**config.mk**
```make
export PLATFORM = sky130hd
export DESIGN_NAME = sliding_window_rate_statistics_unit
export DESIGN_NICKNAME = d
export VERILOG_FILES = /design/src/rtl/core/swrs_pkg.sv /design/src/rtl/core/swrs_ram.sv /design/src/rtl/core/swrs_div.sv /design/src/rtl/core/swrs_seq.sv /design/src/rtl/core/sliding_window_rate_statistics_unit.sv
export SDC_FILE = /design/constraint.sdc
export NUM_CORES = 2
export LEC_CHECK = 0
export BUFFER_PORTS_ARGS = -buffer_cell sky130_fd_sc_hd__buf_2
export CORE_MARGIN = 2
export CORE_UTILIZATION = 56
export CTS_BUF_LIST = sky130_fd_sc_hd__clkbuf_8 sky130_fd_sc_hd__clkbuf_16
export DETAILED_ROUTE_END_ITERATION = 10
export PLACE_DENSITY_LB_ADDON = 0.15
export SLEW_MARGIN = 10
export SYNTH_ARGS = -nofsm -noshare
export SYNTH_HDL_FRONTEND = slang
export SYNTH_HIERARCHICAL = 1
export SYNTH_SLANG_ARGS = --single-unit
```
**constraint.sdc**
```tcl
create_clock -name aclk -period 13 [get_ports aclk]
set_input_delay 1.95 -clock aclk [delete_from_list [all_inputs] [get_ports aclk]]
set_output_delay 1.95 -clock aclk [all_outputs]
set_load 0.01 [all_outputs]
```
**src/rtl/core/swrs_pkg.sv**
```systemverilog
// ============================================================================
// swrs_pkg: shared types, constants and microprogram
// Control word format, operation and condition codes, and the read-only
// program that sequences the sliding window rate statistics datapath.
// ============================================================================
package swrs_pkg;

    localparam int DATA_W  = 32;
    localparam int TOTAL_W = 64;
    localparam int PC_W    = 4;

    typedef enum logic [3:0] {
        OP_NONE     = 4'd0,
        OP_TAKE     = 4'd1,
        OP_SCAN     = 4'd2,
        OP_DRAIN    = 4'd3,
        OP_DIV_W    = 4'd4,
        OP_DIV_STEP = 4'd5,
        OP_SAVE_W   = 4'd6,
        OP_DIV_S    = 4'd7,
        OP_SAVE_S   = 4'd8,
        OP_EMIT     = 4'd9
    } op_t;

    typedef enum logic [2:0] {
        C_NEVER      = 3'd0,
        C_ALWAYS     = 3'd1,
        C_NO_INPUT   = 3'd2,
        C_SCAN_MORE  = 3'd3,
        C_DIV_MORE   = 3'd4,
        C_NO_SETTLED = 3'd5,
        C_OUT_BUSY   = 3'd6
    } cond_t;

    localparam logic [PC_W-1:0] S_IDLE   = 4'd0;
    localparam logic [PC_W-1:0] S_SCAN   = 4'd1;
    localparam logic [PC_W-1:0] S_DRAIN  = 4'd2;
    localparam logic [PC_W-1:0] S_DIV_W  = 4'd3;
    localparam logic [PC_W-1:0] S_STEP_W = 4'd4;
    localparam logic [PC_W-1:0] S_SAVE_W = 4'd5;
    localparam logic [PC_W-1:0] S_DIV_S  = 4'd6;
    localparam logic [PC_W-1:0] S_STEP_S = 4'd7;
    localparam logic [PC_W-1:0] S_SAVE_S = 4'd8;
    localparam logic [PC_W-1:0] S_EMIT   = 4'd9;
    localparam logic [PC_W-1:0] S_RETURN = 4'd10;

    typedef struct packed {
        op_t             op;
        cond_t           cond;
        logic [PC_W-1:0] target;
    } ucode_t;

    typedef struct packed {
        logic no_input;
        logic scan_more;
        logic div_more;
        logic no_settled;
        logic out_busy;
    } seq_status_t;

    typedef struct packed {
        logic load;
        logic step;
    } div_ctrl_t;

    function automatic ucode_t ucode_rom(input logic [PC_W-1:0] pc);
        ucode_t w;
        unique case (pc)
            S_IDLE:   w = '{op: OP_TAKE,     cond: C_NO_INPUT,   target: S_IDLE};
            S_SCAN:   w = '{op: OP_SCAN,     cond: C_SCAN_MORE,  target: S_SCAN};
            S_DRAIN:  w = '{op: OP_DRAIN,    cond: C_NEVER,      target: S_IDLE};
            S_DIV_W:  w = '{op: OP_DIV_W,    cond: C_NEVER,      target: S_IDLE};
            S_STEP_W: w = '{op: OP_DIV_STEP, cond: C_DIV_MORE,   target: S_STEP_W};
            S_SAVE_W: w = '{op: OP_SAVE_W,   cond: C_NEVER,      target: S_IDLE};
            S_DIV_S:  w = '{op: OP_DIV_S,    cond: C_NO_SETTLED, target: S_SAVE_S};
            S_STEP_S: w = '{op: OP_DIV_STEP, cond: C_DIV_MORE,   target: S_STEP_S};
            S_SAVE_S: w = '{op: OP_SAVE_S,   cond: C_NEVER,      target: S_IDLE};
            S_EMIT:   w = '{op: OP_EMIT,     cond: C_OUT_BUSY,   target: S_EMIT};
            S_RETURN: w = '{op: OP_NONE,     cond: C_ALWAYS,     target: S_IDLE};
            default:  w = '{op: OP_NONE,     cond: C_ALWAYS,     target: S_IDLE};
        endcase
        return w;
    endfunction

endpackage

```
**src/rtl/core/swrs_ram.sv**
```systemverilog
// ============================================================================
// swrs_ram: generic single-port-write, single-port-read RAM
// One write and one registered read per cycle.
// ============================================================================
module swrs_ram #(
    parameter int WIDTH = 32,
    parameter int DEPTH = 20,
    parameter int ADDR_W = (DEPTH > 1) ? $clog2(DEPTH) : 1
) (
    input  logic              aclk,
    input  logic              we,
    input  logic [ADDR_W-1:0] waddr,
    input  logic [WIDTH-1:0]  wdata,
    input  logic [ADDR_W-1:0] raddr,
    output logic [WIDTH-1:0]  rdata
);

    logic [WIDTH-1:0] mem [DEPTH];
    logic [WIDTH-1:0] rdata_reg;

    always_ff @(posedge aclk) begin
        if (we) begin
            mem[waddr] <= wdata;
        end
        rdata_reg <= mem[raddr];
    end

    assign rdata = rdata_reg;

endmodule

```
**src/rtl/core/swrs_div.sv**
```systemverilog
// ============================================================================
// swrs_div: iterative restoring divider
// Divides a 64-bit dividend by a 32-bit divisor one quotient bit per cycle
// while ctrl.step is held, for operands whose quotient is known to fit in 32 bits.
// ============================================================================
module swrs_div (
    input  logic                                 aclk,
    input  logic                                 aresetn,
    input  swrs_pkg::div_ctrl_t                  ctrl,
    input  logic [swrs_pkg::TOTAL_W-1:0]         dividend,
    input  logic [swrs_pkg::DATA_W-1:0]          divisor,
    output logic [swrs_pkg::DATA_W-1:0]          quotient,
    output logic                                 last
);
    import swrs_pkg::*;

    localparam int CNT_W = $clog2(DATA_W);

    logic [DATA_W-1:0] rem_reg, rem_next;
    logic [DATA_W-1:0] quo_reg, quo_next;
    logic [DATA_W-1:0] dsr_reg, dsr_next;
    logic [CNT_W-1:0]  cnt_reg, cnt_next;
    logic [DATA_W:0]   shifted;
    logic [DATA_W:0]   diff;

    always_comb begin
        shifted  = {rem_reg, quo_reg[DATA_W-1]};
        diff     = shifted - {1'b0, dsr_reg};
        rem_next = rem_reg;
        quo_next = quo_reg;
        dsr_next = dsr_reg;
        cnt_next = cnt_reg;
        if (ctrl.load) begin
            rem_next = dividend[TOTAL_W-1:DATA_W];
            quo_next = dividend[DATA_W-1:0];
            dsr_next = divisor;
            cnt_next = '0;
        end else if (ctrl.step) begin
            if (!diff[DATA_W]) begin
                rem_next = diff[DATA_W-1:0];
            end else begin
                rem_next = shifted[DATA_W-1:0];
            end
            quo_next = {quo_reg[DATA_W-2:0], ~diff[DATA_W]};
            cnt_next = cnt_reg + 1'b1;
        end
    end

    always_ff @(posedge aclk) begin
        if (!aresetn) begin
            cnt_reg <= '0;
        end else begin
            cnt_reg <= cnt_next;
        end
        rem_reg <= rem_next;
        quo_reg <= quo_next;
        dsr_reg <= dsr_next;
    end

    assign quotient = quo_reg;
    assign last     = (cnt_reg == {CNT_W{1'b1}});

endmodule

```
**src/rtl/core/swrs_seq.sv**
```systemverilog
// ============================================================================
// swrs_seq: microcode sequencer
// Step counter over the read-only program, with conditional jumps on
// datapath status.
// ============================================================================
module swrs_seq (
    input  logic                  aclk,
    input  logic                  aresetn,
    input  swrs_pkg::seq_status_t status,
    output swrs_pkg::op_t         op
);
    import swrs_pkg::*;

    logic [PC_W-1:0] pc_reg, pc_next;
    ucode_t          word;
    logic            taken;

    always_comb begin
        word = ucode_rom(pc_reg);
        unique case (word.cond)
            C_NEVER:      taken = 1'b0;
            C_ALWAYS:     taken = 1'b1;
            C_NO_INPUT:   taken = status.no_input;
            C_SCAN_MORE:  taken = status.scan_more;
            C_DIV_MORE:   taken = status.div_more;
            C_NO_SETTLED: taken = status.no_settled;
            C_OUT_BUSY:   taken = status.out_busy;
            default:      taken = 1'b1;
        endcase
        pc_next = taken ? word.target : pc_reg + 1'b1;
    end

    always_ff @(posedge aclk) begin
        if (!aresetn) begin
            pc_reg <= S_IDLE;
        end else begin
            pc_reg <= pc_next;
        end
    end

    assign op = word.op;

endmodule

```
**src/rtl/core/sliding_window_rate_statistics_unit.sv**
```systemverilog
// ============================================================================
// sliding_window_rate_statistics_unit: windowed and long-run rate statistics
// Keeps the last WINDOW samples and reports their rounded mean, minimum and
// maximum, together with a saturating long-run mean and sample count.
// ============================================================================
// One sample is taken at a time. The window of held samples (at most WINDOW)
// is read back one entry per cycle from its RAM, and each mean is then formed
// in the shared one-bit-per-cycle divider; the long-run division steps are
// skipped while no sample has yet entered the long-run mean. A finished result
// waits in the output register, and the next sample is accepted while it
// waits. No clearing pass is needed after reset.
module sliding_window_rate_statistics_unit #(
    parameter int WINDOW      = 20,
    parameter int SAMPLE_BITS = 32
) (
    input  logic         aclk,
    input  logic         aresetn,
    input  logic         s_tvalid,
    output logic         s_tready,
    // [31:0] sample
    input  logic [31:0]  s_tdata,
    output logic         m_tvalid,
    input  logic         m_tready,
    // [31:0] window_mean, [63:32] window_min, [95:64] window_max,
    // [127:96] settled_mean, [159:128] settled_count
    output logic [159:0] m_tdata
);
    import swrs_pkg::*;

    localparam int SLOT_W = (WINDOW > 1) ? $clog2(WINDOW) : 1;
    localparam int CNT_W  = $clog2(WINDOW + 1);
    localparam int SUM_W  = SAMPLE_BITS + CNT_W;

    op_t               op;
    seq_status_t       status;
    div_ctrl_t         div_ctrl;

    logic [SLOT_W-1:0]      slot_reg, slot_next;
    logic [CNT_W-1:0]       filled_reg, filled_next;
    logic [CNT_W-1:0]       idx_reg, idx_next;
    logic                   pend_reg, pend_next;
    logic [SUM_W-1:0]       sum_reg, sum_next;
    logic [SAMPLE_BITS-1:0] min_reg, min_next;
    logic [SAMPLE_BITS-1:0] max_reg, max_next;
    logic [TOTAL_W-1:0]     total_reg, total_next;
    logic [DATA_W-1:0]      count_reg, count_next;
    logic [DATA_W-1:0]      wmean_reg, wmean_next;
    logic [DATA_W-1:0]      smean_reg, smean_next;
    logic                   m_valid_reg, m_valid_next;
    logic [159:0]           m_data_reg, m_data_next;

    logic                   accept;
    logic [SAMPLE_BITS-1:0] sample;
    logic [SAMPLE_BITS-1:0] rd_data;
    logic                   out_busy;
    logic [TOTAL_W-1:0]     div_dividend;
    logic [DATA_W-1:0]      div_divisor;
    logic [DATA_W-1:0]      quotient;
    logic                   div_last;

    swrs_seq u_seq (
        .aclk    (aclk),
        .aresetn (aresetn),
        .status  (status),
        .op      (op)
    );

    swrs_ram #(
        .WIDTH (SAMPLE_BITS),
        .DEPTH (WINDOW)
    ) u_ring (
        .aclk  (aclk),
        .we    (accept),
        .waddr (slot_reg),
        .wdata (sample),
        .raddr (idx_reg[SLOT_W-1:0]),
        .rdata (rd_data)
    );

    swrs_div u_div (
        .aclk     (aclk),
        .aresetn  (aresetn),
        .ctrl     (div_ctrl),
        .dividend (div_dividend),
        .divisor  (div_divisor),
        .quotient (quotient),
        .last     (div_last)
    );

    assign s_tready = (op == OP_TAKE);
    assign accept   = s_tvalid && s_tready;
    assign sample   = s_tdata[SAMPLE_BITS-1:0];
    assign out_busy = m_valid_reg && !m_tready;

    always_comb begin
        status.no_input   = !s_tvalid;
        status.scan_more  = ((CNT_W + 1)'(idx_reg) + 1'b1) < (CNT_W + 1)'(filled_reg);
        status.div_more   = !div_last;
        status.no_settled = (count_reg == '0);
        status.out_busy   = out_busy;

        div_ctrl.load = (op == OP_DIV_W) || (op == OP_DIV_S);
        div_ctrl.step = (op == OP_DIV_STEP);

        if (op == OP_DIV_S) begin
            div_dividend = total_reg + TOTAL_W'(count_reg >> 1);
            div_divisor  = count_reg;
        end else begin
            div_dividend = TOTAL_W'(sum_reg) + TOTAL_W'(filled_reg >> 1);
            div_divisor  = DATA_W'(filled_reg);
        end
    end

    always_comb begin
        slot_next    = slot_reg;
        filled_next  = filled_reg;
        idx_next     = idx_reg;
        pend_next    = pend_reg;
        sum_next     = sum_reg;
        min_next     = min_reg;
        max_next     = max_reg;
        total_next   = total_reg;
        count_next   = count_reg;
        wmean_next   = wmean_reg;
        smean_next   = smean_reg;
        m_valid_next = m_valid_reg && !m_tready;
        m_data_next  = m_data_reg;

        // The read issued in the previous cycle lands now.
        if (((op == OP_SCAN) || (op == OP_DRAIN)) && pend_reg) begin
            sum_next = sum_reg + SUM_W'(rd_data);
            if (rd_data < min_reg) begin
                min_next = rd_data;
            end
            if (rd_data > max_reg) begin
                max_next = rd_data;
            end
        end

        unique case (op)
            OP_TAKE: begin
                if (accept) begin
                    slot_next = (slot_reg == SLOT_W'(WINDOW - 1)) ? '0 : slot_reg + 1'b1;
                    // The held-sample count and the warm-up count move together.
                    if (filled_reg != CNT_W'(WINDOW)) begin
                        filled_next = filled_reg + 1'b1;
                    end
                    if ((filled_next == CNT_W'(WINDOW)) && (count_reg != '1)) begin
                        total_next = total_reg + TOTAL_W'(sample);
                        count_next = count_reg + 1'b1;
                    end
                    idx_next  = '0;
                    pend_next = 1'b0;
                    sum_next  = '0;
                    min_next  = '1;
                    max_next  = '0;
                end
            end
            OP_SCAN: begin
                idx_next  = idx_reg + 1'b1;
                pend_next = 1'b1;
            end
            OP_DRAIN: begin
                pend_next = 1'b0;
            end
            OP_SAVE_W: begin
                wmean_next = quotient;
            end
            OP_SAVE_S: begin
                smean_next = (count_reg == '0) ? wmean_reg : quotient;
            end
            OP_EMIT: begin
                if (!out_busy) begin
                    m_valid_next = 1'b1;
                    m_data_next  = {count_reg, smean_reg, DATA_W'(max_reg),
                                    DATA_W'(min_reg), wmean_reg};
                end
            end
            OP_NONE, OP_DIV_W, OP_DIV_S, OP_DIV_STEP: begin
            end
            default: begin
            end
        endcase
    end

    always_ff @(posedge aclk) begin
        if (!aresetn) begin
            slot_reg    <= '0;
            filled_reg  <= '0;
            idx_reg     <= '0;
            pend_reg    <= 1'b0;
            total_reg   <= '0;
            count_reg   <= '0;
            m_valid_reg <= 1'b0;
        end else begin
            slot_reg    <= slot_next;
            filled_reg  <= filled_next;
            idx_reg     <= idx_next;
            pend_reg    <= pend_next;
            total_reg   <= total_next;
            count_reg   <= count_next;
            m_valid_reg <= m_valid_next;
        end
        sum_reg    <= sum_next;
        min_reg    <= min_next;
        max_reg    <= max_next;
        wmean_reg  <= wmean_next;
        smean_reg  <= smean_next;
        m_data_reg <= m_data_next;
    end

    assign m_tvalid = m_valid_reg;
    assign m_tdata  = m_data_reg;

endmodule

```
---- Word level (Yosys, flattened, before mapping) ----
Memories as Yosys holds them, arrays and structs flattened. A register that Yosys moved wholly into a read port is not among the register bits.
Index checks and enable logic that the tools add are counted.
operators by class
  $add $sub $neg .......................... 12
  multipliers ............................. 0
  divide/modulo/power cells ............... 0
  magnitude comparators ................... 3
  eq/ne operators ......................... 20
  shifts and indexed selects .............. 0
  muxes and demuxes ....................... 33
  bitwise operators ....................... 3
  reductions and logical operators ........ 20
operator list
  kind                                                             count
  32-bit 2-to-1 mux                                                14
  37-bit 2-to-1 mux                                                3
  64-bit by 31-bit adder with 64-bit output                        1
  64-bit by 32-bit adder with 64-bit output                        1
  64-bit 2-to-1 mux                                                1
  37-bit by 4-bit adder with 38-bit output                         1
  37-bit by 32-bit adder with 37-bit output                        1
  33-bit by 32-bit subtractor with 33-bit output                   1
  32-bit by 1-bit adder with 32-bit output, second input constant  1
  32-bit > comparator                                              1
  32-bit zero test                                                 1
  32-bit less-than comparator                                      1
  32-bit inequality test, second input constant                    1
  5-bit 2-to-1 mux                                                 6
  5-bit by 1-bit adder with 5-bit output, second input constant    4
  4-bit by 3-bit == test with 1-bit output, second input constant  4
  5-bit == test, second input constant                             3
  5-bit case mux with 2 select lines                               1
  3-bit == test, second input constant                             3
  4-bit by 2-bit == test with 1-bit output, second input constant  2
  4-bit == test, second input constant                             2
  4-bit 2-to-1 mux                                                 2
  2-bit AND reduction                                              4
  5-bit by 1-bit adder with 6-bit output, second input constant    1
  other kinds (18)                                                 31
word-level totals
  bits in registers ....................... 543
  latch bits .............................. 0
  RAM bits ................................ 640
  bits in read-only memories .............. 176
  input port bits ......................... 36
  output and inout port bits .............. 162
  logic and storage cells ................. 112
  memories ................................ 2
memory list
  memory            depth  width  read ports  clocked after Yosys merged registers in  wr ports  RTL line        source
  u_ring.mem        20     32     1           1                                        1         swrs_ram.sv:18  logic [WIDTH-1:0] mem [DEPTH];
  (name not given)  16     11     1           1                                        0         swrs_pkg.sv:68  unique case (pc)

---- Longest topological paths before layout ----
  word-level depth ........................ 7
  depth in mapped cells ................... 19
  mapped depth without buffers ............ 19

---- Hierarchy ----
The synthesis kept the hierarchy.
by module, submodules not included
  module                               instances  cells each  area each (sq um)  sequential area each (sq um)
  swrs_ram                             1          1363        25458.2            19859.0
  sliding_window_rate_statistics_unit  1          2582        24353.4            11010.6
  swrs_div                             1          572         6095.8             2982.9
  swrs_seq                             1          78          779.5              300.3

---- Least setup slack after synthesis ----
No wires, ideal clock.
  path type ............................... in2reg
  from .................................... input m_tready
  to ...................................... register m_data_reg[0], in the netlist m_tdata[0], enable pin
  library setup time ...................... 0.877 ns
  data arrival time ....................... 12.823 ns
  required time ........................... 12.123 ns
  path slack .............................. -0.700 ns
  cell stages on the path ................. 2
  buffers on the path ..................... 0
  cells stage by stage .................... nor2b_1 nor3_1
between the ends
  cells in the longest elaborated chain, start to end .. 4
ends and longest elaborated chain
  element                               RTL line                                    source
  start, declared                       sliding_window_rate_statistics_unit.sv:23   input logic m_tready,
  1-bit zero test                       sliding_window_rate_statistics_unit.sv:93   assign out_busy = m_valid_reg && !m_tready;
  1-bit logical AND                     sliding_window_rate_statistics_unit.sv:93
  1-bit inverter (no source line)       --
  2-bit AND reduction (no source line)  --
  end signal, assigned                  sliding_window_rate_statistics_unit.sv:209  m_data_reg <= m_data_next;
  end, declared                         sliding_window_rate_statistics_unit.sv:50   logic [159:0] m_data_reg, m_data_next;
No other way between the ends.
A chain may end at the register's enable or synchronous reset.

---- Worst setup path in the final report ----
  from .................................... input s_tdata[0]
  to ...................................... register total_reg[50]
between the ends
  cells in the longest elaborated chain, start to end .. 1
ends and longest elaborated chain
  element                                    RTL line                                    source
  start, declared                            sliding_window_rate_statistics_unit.sv:21   input logic [31:0] s_tdata,
  64-bit by 32-bit adder with 64-bit output  sliding_window_rate_statistics_unit.sv:149  total_next = total_reg + TOTAL_W'(sample);
  end signal, assigned                       sliding_window_rate_statistics_unit.sv:200  total_reg <= total_next;
  end, declared                              sliding_window_rate_statistics_unit.sv:45   logic [TOTAL_W-1:0] total_reg, total_next;
No other way between the ends.

==> metrics.txt <==
Hold Crit Class=reg2reg; Post-CTS Setup Inserts=0; Max Cap Violations=0; Primary FF master, synth=edfxtp_1; worst slew pin tran=1.296 ns; post-DR wirelength/cell=23.30 um; crit start category=input port; layout cell share with drive strength beyond 1=about an eighth; total number of vias=37.15k; Unique masters post-synth=103; die width=322.2 um; Mean Syn Cell Area=roughly 12 um^2; Final HPWL DP=97790 um; Pleak=22.44 nW; area leader, netlist=edfxtp_1; drt via density=5.952; post-route setup TNS=0 ns; Core ar.=roughly 0.1 mm^2; DIE AREA=between 0.1 and 0.15 mm^2; initial antenna violation count=17; WS Path Type=in2reg; clk slew on worst S/H paths=0.06 ns; crit path cell chain=buf_2, ha_1, fa_1, a21oi_1, o211ai_1, a211o_1, a211oi_1, o221ai_1, a31oi_1, o311a_1, buf_8, o311ai_0, o41ai_1; fraction of registers with async set/reset=0%; GRT Resource Usage Total=27.99%; post_cts resized=0; GPL Wtd Cong=0.9794; Crit. End Element=register; count leader, synth=edfxtp_1; Remaining DRCs=0; htree depth=4; RSZ-0062 raised after global routing=no; Remaining Overflow, GRT=0; Post-synth EDFFs=960; total routed wirelength=145400 um; Die Ht=322.2 um; Antenna Violating Nets Remaining=0; Final #Nets=5023; clock root buffer=clkbuf_16; PortBufs=197; Buf/Inv on CP=2; final hold vios=0; CP Max Fanout=21; post-synth top area share=slightly above 50%; Synth area leaders=edfxtp_1, dfxtp_1, ha_1, mux2i_1, nand2_1; Crit path max-delay family=compound AO/OA/AOI/OAI gates; Longest Clk Path Bufs=3; Cells after Synth=4595; Final min period=5.181 ns; vias in the first global route=~35k; Skew-Pair Late Insertion Delay=0.75 ns; clk_skew=0.02095 ns; relative slew slack=12.66%; status=finished clean; area post-placement=roughly 0.06 mm^2; max FFs per register=640; Clock Sinks=1226; IO Pins=198; slowest cell on the critical path=o311a_1; Power Density=between 150 and 200 mW/mm^2; final setup fails=0; largest net degree at the start of global routing=between 100 and 150; CTS Hold Bufs=0; crit path DAT=5.84 ns; Initial Util=around 57%; FMAX=193.0 MHz; Post-synth top cells=edfxtp_1, nand2_1, nor2_1, a21oi_1, dfxtp_1; Total Power=about 0.011 W; synthesized net count=about 4.8k; synth-to-layout area growth=11.70%; Post-Syn Area=0.05669 mm^2; fin crit share=approximately two fifths; Pre-antenna DRT Iters=5; Initial DRC Count=3428; sequential element share of the synthesized area=between 60% and 70%; YS warnings=6; Max Slew Vio Count=0; IR drop worst, VDD=0.2975 mV; Final Cell Area=0.06332 mm^2; first-pass GRT wire length=215900 um; max incr delay on CP=0.62 ns; row count=roughly 120; CTS tree=built; Worst EP required=13.65 ns; post-synthesis register bit count=1226; Util after Layout=63.13%; TritonCTS buffer count=130
## area by class of cell
cell class	count	area [um^2]
Antenna cell	6	15.01
Timing Repair Buffer	252	1444
Tap cell	1357	1698
Sequential cell	1226	34160
Fill cell	7738	36970
Clock buffer	139	3388
Inverter	191	721.9
Multi-Input combinational cell	2970	21000
Clock inverter	101	895.9
## worst register-to-register path, cell delays in order (launching register included)
cell and delay (ns):
dfxtp_2 0.67, buf_4 0.54, nand3_1 0.25, xnor2_1 0.20, ha_1 0.29, o21ai_0 0.08, nand2b_1 0.08, a211oi_1 0.49
and4bb_1 0.28, a211oi_2 0.27, nor2_4 0.14, mux2i_1 0.16, nor2b_1 0.35, inv_1 0.12, ha_1 0.24, nand2_1 0.06
o21ai_0 0.08, mux2i_1 0.17, nor2_1 0.06, a22oi_1 0.16
## metrics by stage
stage / instances / worst slack, ns / hold WS [ns]
2_1_floorplan: 4595 / 4.247 / 0.4003
3_3_place_gp: 5995 / 6.945 / 0.4017
3_5_place_dp: 5995 / 6.869 / 0.4045
4_1_cts: 6235 / 7.654 / 0.4177
5_1_grt: 6237 / 7.441 / 0.4193
6_report: 6242 / 7.819 / 0.4137
## where the power goes
part | internal (W) | switching, W | total (W)
Combinational | 0.000894 | 0.00143 | 0.00232
Clock | 0.00212 | 0.00155 | 0.00367
Sequential | 0.00459 | 0.000251 | 0.00484
## layer usage
layer  share of wire (%)  GRT usage, %  wire [um]
met1                  41         36.36      60170
met2                  47         44.99      68300
met3                 7.0         5.896      10120
met4                 4.6         13.54       6724
met5               0.069             0        101
## cells by family after synthesis
kind of cell,count (synthesis),share of synthesized area [%]
compound gates,949,10.64
xor+xnor,182,2.812
fa+ha+maj,216,4.834
buf+inv,399,3.152
flops,1226,60.25
mux,387,7.776
simple gates,1236,10.54
## cells in the final DEF, fill, tap and decap left out, drive strengths merged, types with 10 or more instances in the layout
cell,instances
or3,45
a21boi,12
nor4,20
o21bai,15
o21ai,219
o211ai,27
mux2,98
o21a,24
nor2,292
o31ai,14
mux2i,257
nand3,197
and3,37
or4,12
and2,51
o22ai,37
nand4,54
nor3,52
nand2b,33
nor2b,33
xor2,90
mux4,32
dfxtp,266
ha,211
nand2,361
clkbuf,139
inv,233
clkinv,44
a31oi,54
a21o,94
a22oi,37
a21oi,269
o311ai,10
edfxtp,960
xnor2,92
bufinv,11
a211oi,63
buf,252
## path summary, 6_finish.rpt
path	start	end	slack (ns)	cells past startpoint
setup / recovery	s_tdata[0]	total_reg[50]$_SDFFE_PN0P_	7.82	13
hold / removal	smean_reg[21]$_DFFE_PN_	m_tdata[117]$_DFFE_PP_	0.41	0
setup reg to reg	idx_reg[1]$_SDFFE_PN0P_	u_seq/word[7]$_DFF_P_	8.24	19
hold reg to reg	smean_reg[21]$_DFFE_PN_	m_tdata[117]$_DFFE_PP_	0.41	0
Power figures use the tool's default switching activity.
